**config.mk**
```make
export PLATFORM = sky130hd
export DESIGN_NAME = lcg_jump_ahead_rng
export DESIGN_NICKNAME = d
export VERILOG_FILES = /design/src/design/lcgja_pkg.sv /design/src/design/lcgja_mad.sv /design/src/design/lcgja_ctrl.sv /design/src/design/lcg_jump_ahead_rng.sv
export SDC_FILE = /design/constraint.sdc
export NUM_CORES = 2
export LEC_CHECK = 0
export ABC_CLOCK_PERIOD_IN_PS = 8760
export BUFFER_PORTS_ARGS = -buffer_cell sky130_fd_sc_hd__buf_4
export CORE_ASPECT_RATIO = 1.2
export CORE_MARGIN = 3
export CORE_UTILIZATION = 30
export CTS_BUF_LIST = sky130_fd_sc_hd__clkbuf_8
export DETAILED_ROUTE_END_ITERATION = 8
export GPL_ROUTABILITY_DRIVEN = 0
export SYNTH_ARGS = -nofsm -noshare
export SYNTH_HDL_FRONTEND = slang
export SYNTH_SLANG_ARGS = --single-unit
```
**constraint.sdc**
```tcl
create_clock -name clk -period 8.76 [get_ports clk]
set_input_delay 1.752 -clock clk [delete_from_list [all_inputs] [get_ports clk]]
set_output_delay 1.752 -clock clk [all_outputs]
set_load 0.005 [all_outputs]
```
**src/design/lcgja_pkg.sv**
```systemverilog
// shared constants and types for the jump-ahead lcg generator
package lcgja_pkg;

  localparam int unsigned StateW = 32;
  localparam int unsigned CountW = 31;
  localparam int unsigned ModeW  = 2;
  localparam int unsigned RandW  = 15;
  localparam int unsigned RandLsb = 16;

  localparam logic [StateW-1:0] LcgMul    = 32'd214013;
  localparam logic [StateW-1:0] LcgInc    = 32'd2531011;
  localparam logic [StateW-1:0] LcgMulInv = 32'd3115528533;

  // item modes
  typedef enum logic [ModeW-1:0] {
    MODE_LOAD    = 2'd0,
    MODE_ADVANCE = 2'd1,
    MODE_REVERSE = 2'd2,
    MODE_UNUSED  = 2'd3
  } mode_t;

  // result handoff from sequencer to output register
  typedef struct packed {
    logic              valid;
    logic [StateW-1:0] state;
  } res_t;

endpackage

```
**src/design/lcgja_mad.sv**
```systemverilog
// shared 32-bit multiply-add unit, low half of a*b plus c
module lcgja_mad
  import lcgja_pkg::*;
(
  input  logic [StateW-1:0] a,
  input  logic [StateW-1:0] b,
  input  logic [StateW-1:0] c,
  output logic [StateW-1:0] q
);

  logic [2*StateW-1:0] prod;

  // full product, only the low half is kept
  assign prod = {{StateW{1'b0}}, a} * {{StateW{1'b0}}, b};
  assign q    = prod[StateW-1:0] + c;

endmodule

```
**src/design/lcgja_ctrl.sv**
```systemverilog
// sequencer and working registers for load, jump-ahead and step back
module lcgja_ctrl
  import lcgja_pkg::*;
(
  input  logic              clk,
  input  logic              rst,
  input  logic              in_valid,
  output logic              in_ready,
  input  mode_t             in_mode,
  input  logic [StateW-1:0] in_seed,
  input  logic [CountW-1:0] in_count,
  output res_t              res,
  input  logic              res_take
);

  typedef enum logic [7:0] {
    S_IDLE  = 8'b0000_0001,
    S_ACCM  = 8'b0000_0010,
    S_ACCI  = 8'b0000_0100,
    S_STPI  = 8'b0000_1000,
    S_STPM  = 8'b0001_0000,
    S_FINAL = 8'b0010_0000,
    S_REV   = 8'b0100_0000,
    S_DONE  = 8'b1000_0000
  } state_t;

  state_t            state, state_next;
  logic [StateW-1:0] gstate;
  logic [StateW-1:0] step_mul;
  logic [StateW-1:0] step_inc;
  logic [StateW-1:0] acc_mul;
  logic [StateW-1:0] acc_inc;
  logic [CountW-1:0] count;
  logic [CountW-1:0] count_shr;
  logic [StateW-1:0] mad_a, mad_b, mad_c, mad_q;
  logic              accept;

  // pick the first op for the remaining count bits
  function automatic state_t first_op(input logic [CountW-1:0] cnt);
    state_t s;
    if (cnt == '0) begin
      s = S_FINAL;
    end else if (cnt[0]) begin
      s = S_ACCM;
    end else begin
      s = S_STPI;
    end
    return s;
  endfunction

  assign in_ready  = (state == S_IDLE);
  assign accept    = in_valid && in_ready;
  assign count_shr = {1'b0, count[CountW-1:1]};

  // operand selection for the shared unit
  always_comb begin
    mad_a = gstate;
    mad_b = acc_mul;
    mad_c = acc_inc;
    unique case (state)
      S_ACCM: begin
        mad_a = acc_mul;
        mad_b = step_mul;
        mad_c = '0;
      end
      S_ACCI: begin
        mad_a = acc_inc;
        mad_b = step_mul;
        mad_c = step_inc;
      end
      S_STPI: begin
        mad_a = step_inc;
        mad_b = step_mul;
        mad_c = step_inc;
      end
      S_STPM: begin
        mad_a = step_mul;
        mad_b = step_mul;
        mad_c = '0;
      end
      S_REV: begin
        mad_a = gstate - LcgInc;
        mad_b = LcgMulInv;
        mad_c = '0;
      end
      default: begin
        mad_a = gstate;
        mad_b = acc_mul;
        mad_c = acc_inc;
      end
    endcase
  end

  lcgja_mad u_mad (
    .a (mad_a),
    .b (mad_b),
    .c (mad_c),
    .q (mad_q)
  );

  // next state
  always_comb begin
    state_next = state;
    unique case (state)
      S_IDLE: begin
        if (accept) begin
          unique case (in_mode)
            MODE_ADVANCE: state_next = first_op(in_count);
            MODE_REVERSE: state_next = S_REV;
            default:      state_next = S_IDLE;
          endcase
        end
      end
      S_ACCM:  state_next = S_ACCI;
      S_ACCI:  state_next = (count_shr == '0) ? S_FINAL : S_STPI;
      S_STPI:  state_next = S_STPM;
      S_STPM:  state_next = first_op(count_shr);
      S_FINAL: state_next = S_DONE;
      S_REV:   state_next = S_IDLE;
      S_DONE:  state_next = res_take ? S_IDLE : S_DONE;
      default: state_next = S_IDLE;
    endcase
  end

  always_ff @(posedge clk) begin
    if (rst) begin
      state <= S_IDLE;
    end else begin
      state <= state_next;
    end
  end

  // generator state, reset to zero
  always_ff @(posedge clk) begin
    if (rst) begin
      gstate <= '0;
    end else if (accept && in_mode == MODE_LOAD) begin
      gstate <= in_seed;
    end else if (state == S_FINAL || state == S_REV) begin
      gstate <= mad_q;
    end
  end

  // jump parameter registers
  always_ff @(posedge clk) begin
    if (accept) begin
      step_mul <= LcgMul;
      step_inc <= LcgInc;
      acc_mul  <= 32'd1;
      acc_inc  <= '0;
      count    <= in_count;
    end else begin
      unique case (state)
        S_ACCM: acc_mul <= mad_q;
        S_ACCI: acc_inc <= mad_q;
        S_STPI: step_inc <= mad_q;
        S_STPM: begin
          step_mul <= mad_q;
          count    <= count_shr;
        end
        default: ;
      endcase
    end
  end

  assign res.valid = (state == S_DONE);
  assign res.state = gstate;

endmodule

```
**src/design/lcg_jump_ahead_rng.sv**
```systemverilog
// top level of the jump-ahead lcg generator with output register
//
//  channel | dir | tdata                                   | tuser
//  s_*     | in  | seed_value[31:0], jump_count[62:32]     | mode[1:0]
//  m_*     | out | random_value[14:0], state_after[46:15]  | -
//
// load and the unused mode keep the input open; step back closes it while the
// multiply-add unit runs.
// advance closes the input while it folds in the step per set count bit and squares it
// per bit below the top set bit, all on the single shared 32x32 multiply-add unit.
// the output register lets the next item in while a result waits;
// a finished advance holds only while that register is full and stalled.
// reset (rst, synchronous) clears the generator state to zero.
module lcg_jump_ahead_rng
  import lcgja_pkg::*;
(
  input  logic        clk,
  input  logic        rst,
  input  logic        s_tvalid,
  output logic        s_tready,
  input  logic [63:0] s_tdata,   // seed_value[31:0], jump_count[62:32], zero pad
  input  logic [1:0]  s_tuser,   // mode[1:0]
  output logic        m_tvalid,
  input  logic        m_tready,
  output logic [47:0] m_tdata    // random_value[14:0], state_after[46:15], zero pad
);

  res_t              res;
  logic              res_take;
  logic [StateW-1:0] out_state;
  mode_t             in_mode;

  assign in_mode = mode_t'(s_tuser);

  lcgja_ctrl u_ctrl (
    .clk      (clk),
    .rst      (rst),
    .in_valid (s_tvalid),
    .in_ready (s_tready),
    .in_mode  (in_mode),
    .in_seed  (s_tdata[StateW-1:0]),
    .in_count (s_tdata[StateW+CountW-1:StateW]),
    .res      (res),
    .res_take (res_take)
  );

  assign res_take = !m_tvalid || m_tready;

  // output register
  always_ff @(posedge clk) begin
    if (rst) begin
      m_tvalid <= 1'b0;
    end else if (res_take) begin
      m_tvalid <= res.valid;
    end
  end

  always_ff @(posedge clk) begin
    if (res_take && res.valid) begin
      out_state <= res.state;
    end
  end

  assign m_tdata = {1'b0, out_state, out_state[RandLsb+RandW-1:RandLsb]};

`ifndef SYNTHESIS
  // an advance keeps the input closed on the next cycle
  assert property (@(posedge clk) disable iff (rst)
    (s_tvalid && s_tready && s_tuser == MODE_ADVANCE) |=> !s_tready)
    else $error("input reopened right after an advance beat");

  // a new result only comes from a finished advance
  assert property (@(posedge clk) disable iff (rst)
    $rose(m_tvalid) |-> $past(res.valid))
    else $error("result without a finished advance");

  // random value matches state bits 30..16
  assert property (@(posedge clk) disable iff (rst)
    m_tvalid |-> (m_tdata[14:0] == m_tdata[45:31]))
    else $error("random value does not match state");

  // load and step back never produce a result
  assert property (@(posedge clk) disable iff (rst)
    (s_tvalid && s_tready && (s_tuser == MODE_LOAD || s_tuser == MODE_REVERSE))
      |=> !res.valid)
    else $error("result after load or step back");
`endif

endmodule
```
==> metrics.md <==
| Metric | Value |
|---|---|
| Pre-CTS WS | `-913 ps` |
| Post-route DRC | `3` |
| Global-route wire length before repair | `169 mm` |
| Cell family with most CP delay | `adder cells` |
| Critical path endpoint category | `flip-flop` |
| Core region area | `93900 sq um` |
| Worst Hold Class | `flip-flop to flip-flop` |
| PwrDens | `77.2 nW/um^2` |
| Cell mode on critical path | `fa_1` |
| Worst-margin pin slew | `1260 ps` |
| Synth area leaders | `fa_1 (31%), dfxtp_1 (12%), inv_1 (6.8%)` |
| Post-synth EDFFs | `62` |
| Syn Inst Count | `3369` |
| # IOs | `120` |
| Synthesized area per cell | `8.45 sq um` |
| Arr. time, crit path | `9740 ps` |
| WL/cell | `21.9 microns` |
| Sequential area share after synthesis | `0.184` |
| DP Wirelength | `93.8 mm` |
| Vias | `27056` |
| Leakage power | `17.3 nW` |
| Clock sinks | `231` |
| Count of different cell masters after synthesis | `91` |
| Vias per std cell | `5.12` |
| Relative slew slack | `0.149` |
| Syn Std Cell Area | `28500 sq um` |
| # nets final | `4644` |
| DR iter-0 viols | `2421` |
| Tot GR Track Use | `0.231` |
| Worst r2r src | `u_ctrl.state[2]` |
| Run status | `finished with violations` |
| DR pass1 iterations | `8` |
| #FFs+latches synth | `231` |
| Routed Antenna Nets | `0` |
| Share of the synthesized area in the top cell type | `0.308` |
| Ys async rst share | `0` |
| R2R depth | `32` |
| Min-delay src | `u_ctrl.acc_mul[18]` |
| Buffers & Inverters on Critical Path | `5` |
| Clock slew at reported path FFs | `60 ps` |
| Total Wirelength | `116 mm` |
| Setup violators final | `44` |
| Failing checks | `design-rule violations, negative setup slack` |
| CTS tree | `done` |
| H-tree levels | `2` |
| Vias in the first global route | `27469` |
| Peak supply drop | `0.000142 V` |
| Peak Freq | `108 MHz` |
| Worst Path Max Fanout | `6` |
| Cts hold-fix bufs | `0` |
| Setup ws final | `-489 ps` |
| Period utilization | `1.06` |
| YS warnings | `0` |
| # port buffers | `117` |
| Minimum clock period | `9250 ps` |
| Initial antenna violation count | `2` |
| Grt ovf | `0` |
| Fillers | `9398` |
| Main synth FF type | `dfxtp_1` |
| Clock Path Buffers | `3` |
| Clock Tree Root | `clkbuf_8` |
| Post-synth top area cell | `fa_1` |
| Worst Path Required | `9250 ps` |
| Ratio of cells with drive above 1 in the final layout | `0.297` |
| Worst Setup Start Kind | `flip-flop` |
| Area grow syn2layout | `35.2%` |
| Worst-skew pair later-pin latency | `600 ps` |
| CP max stage cell | `fa_1` |
| TNS Setup | `-11760 ps` |
| WS Path Type | `flip-flop to flip-flop` |
| Final hold viol count | `0` |
| Worst R2R End | `u_ctrl.gstate[31]` |
| DIE AREA | `98600 sq um` |
| Worst hold path depth | `2` |
| Worst R2R Setup Slack | `-490 ps` |
| Pwr Total | `0.00297 W` |
| Max stage delay on crit path | `590 ps` |
| Largest net degree at the start of global routing | `78` |
| Initial Util | `0.303` |
| Cts bufs inserted | `39` |
| WHS Endpoint | `u_ctrl.acc_mul[18]` |
| Slew Viols, Final | `0` |
| Net Count, Synth | `4005` |
| Clock skew | `45.9 ps` |
| Die height | `343 microns` |
| Die width | `287 microns` |
| Max_cap viols | `0` |
| RSZ-0062 raised after global routing | `yes` |
| Row count | `123` |
flip-flops by register name, summed over array words and instances, names as in the netlist, 8 cells and up:
signal and flops:
u_ctrl.state 8, u_ctrl.step_mul 32, u_ctrl.acc_mul 32, u_ctrl.step_inc 32
u_ctrl.gstate 32, out_state 32, u_ctrl.count 30, u_ctrl.acc_inc 32
cells by family (layout without fill, tap and decap cells):
logic type	count (synthesis)	after routing	synth area share
flops	231	231	0.184
other cells	1	3	0.000132
xor+xnor	80	80	0.0308
compound gates	562	563	0.134
simple gates	1187	1187	0.180
buf+inv	728	1395	0.101
fa+ha+maj	566	566	0.364
mux	14	14	0.00515
synth_stat cells (10+ instances only):
| cell type | instances |
|---|---|
| a21o_1 | 23 |
| nand2_1 | 446 |
| edfxtp_1 | 62 |
| or2_2 | 23 |
| nor4_1 | 19 |
| clkbuf_1 | 144 |
| buf_1 | 12 |
| a221oi_1 | 10 |
| a21oi_1 | 154 |
| buf_4 | 20 |
| a22o_1 | 13 |
| nand2b_1 | 39 |
| o211ai_1 | 33 |
| a221o_1 | 14 |
| fa_1 | 438 |
| and2_1 | 21 |
| nand3b_1 | 10 |
| nand3_1 | 36 |
| nand4_1 | 16 |
| dfxtp_1 | 169 |
| ha_1 | 128 |
| a31oi_1 | 13 |
| xnor3_1 | 10 |
| xor2_1 | 12 |
| a22oi_1 | 56 |
| nor3_1 | 24 |
| a211oi_1 | 26 |
| o21ai_0 | 90 |
| and3_1 | 15 |
| xnor2_1 | 54 |
| buf_2 | 30 |
| inv_1 | 518 |
| o21ai_1 | 14 |
| nor2_1 | 492 |
| or3_1 | 14 |
| o21a_1 | 18 |
power by group:
group	switching (W)	internal, W
registers	0.0000220	0.00113
clock network	0.000478	0.000509
logic	0.000484	0.000345
total	0.000984	0.00199
tightest hold or removal path, stage by stage (launching register included):
cell and delay (ps):
dfxtp_1 310, nand2_1 50, a21oi_1 50
per-stage QoR:
stage	instances	hold slack [ps]	instance area (sq um)	util
final	5289	462	38500	0.410
after floorplan	3369	403	28700	-
after global routing	5289	482	38500	0.410
after detailed placement	5155	448	35500	0.379
after global placement	5155	444	35500	0.379
after CTS	5256	459	37400	0.398
area by class of cell:
cell class | count | area, sq um | share of cell area
clock buffers | 46 | 633 | 0.0165
inverters | 518 | 1940 | 0.0506
flip-flops and latches | 231 | 5250 | 0.137
multi-input cells | 2411 | 21900 | 0.569
repair buffers | 807 | 7020 | 0.183
well taps | 1250 | 1560 | 0.0407
diodes | 2 | 5.00 | 0.000130
clock inverters | 24 | 138 | 0.00358
cells in the final DEF, fill, tap and decap left out, types with 11 or more instances in the layout:
master and instances:
nand4_1 16, nand3_1 34, a221o_1 14, o211ai_1 33, o21a_1 17, and3_1 13
and2_1 16, buf_4 696, nand2b_1 31, nor2_4 13, ha_1 110, edfxtp_1 62
fa_1 392, a22oi_1 50, buf_12 58, nor2_1 463, nor2_2 18, a211oi_1 20
nand2_2 13, o21ai_0 66, xor2_1 11, o21ai_1 20, inv_2 25, dfxtp_1 162
nand2_1 432, fa_2 46, nor4_1 16, buf_6 47, clkbuf_8 46, a21oi_1 122
a22o_1 12, o21ai_2 13, a21oi_2 28, nor3_1 19, ha_4 14, inv_1 507
a21o_1 23, or2_2 21, xnor2_1 49
how the worst max path moves through the flow:
| stage | from | endpoint | slack (ps) | cells after the start |
|---|---|---|---|---|
| 2_1_floorplan | u_ctrl.state[4] | u_ctrl.gstate[31] | -5 | 36 |
| 3_3_place_gp | u_ctrl.state[2] | u_ctrl.gstate[31] | -870 | 36 |
| 3_5_place_dp | u_ctrl.state[2] | u_ctrl.gstate[31] | -910 | 36 |
| 4_1_cts | u_ctrl.state[2] | u_ctrl.gstate[31] | -600 | 35 |
| 5_1_grt | u_ctrl.state[2] | u_ctrl.acc_inc[29] | -750 | 39 |
| 6_report | u_ctrl.state[2] | u_ctrl.gstate[31] | -490 | 32 |
layer usage:
layer | share of wire | track usage
met5 | 0 | 0
met4 | 0.094 | 0.175
met3 | 0.071 | 0.0354
met2 | 0.47 | 0.388
met1 | 0.36 | 0.266
repair_timing:
action | 4_1_cts | 5_1_grt
pin swaps | 71 | 83
resized for setup | 181 | 197
setup buffers | 33 | 34
endpoints found under the setup margin | 52 | 77
cloned | 1 | 3
Power figures use the tool's default switching activity.
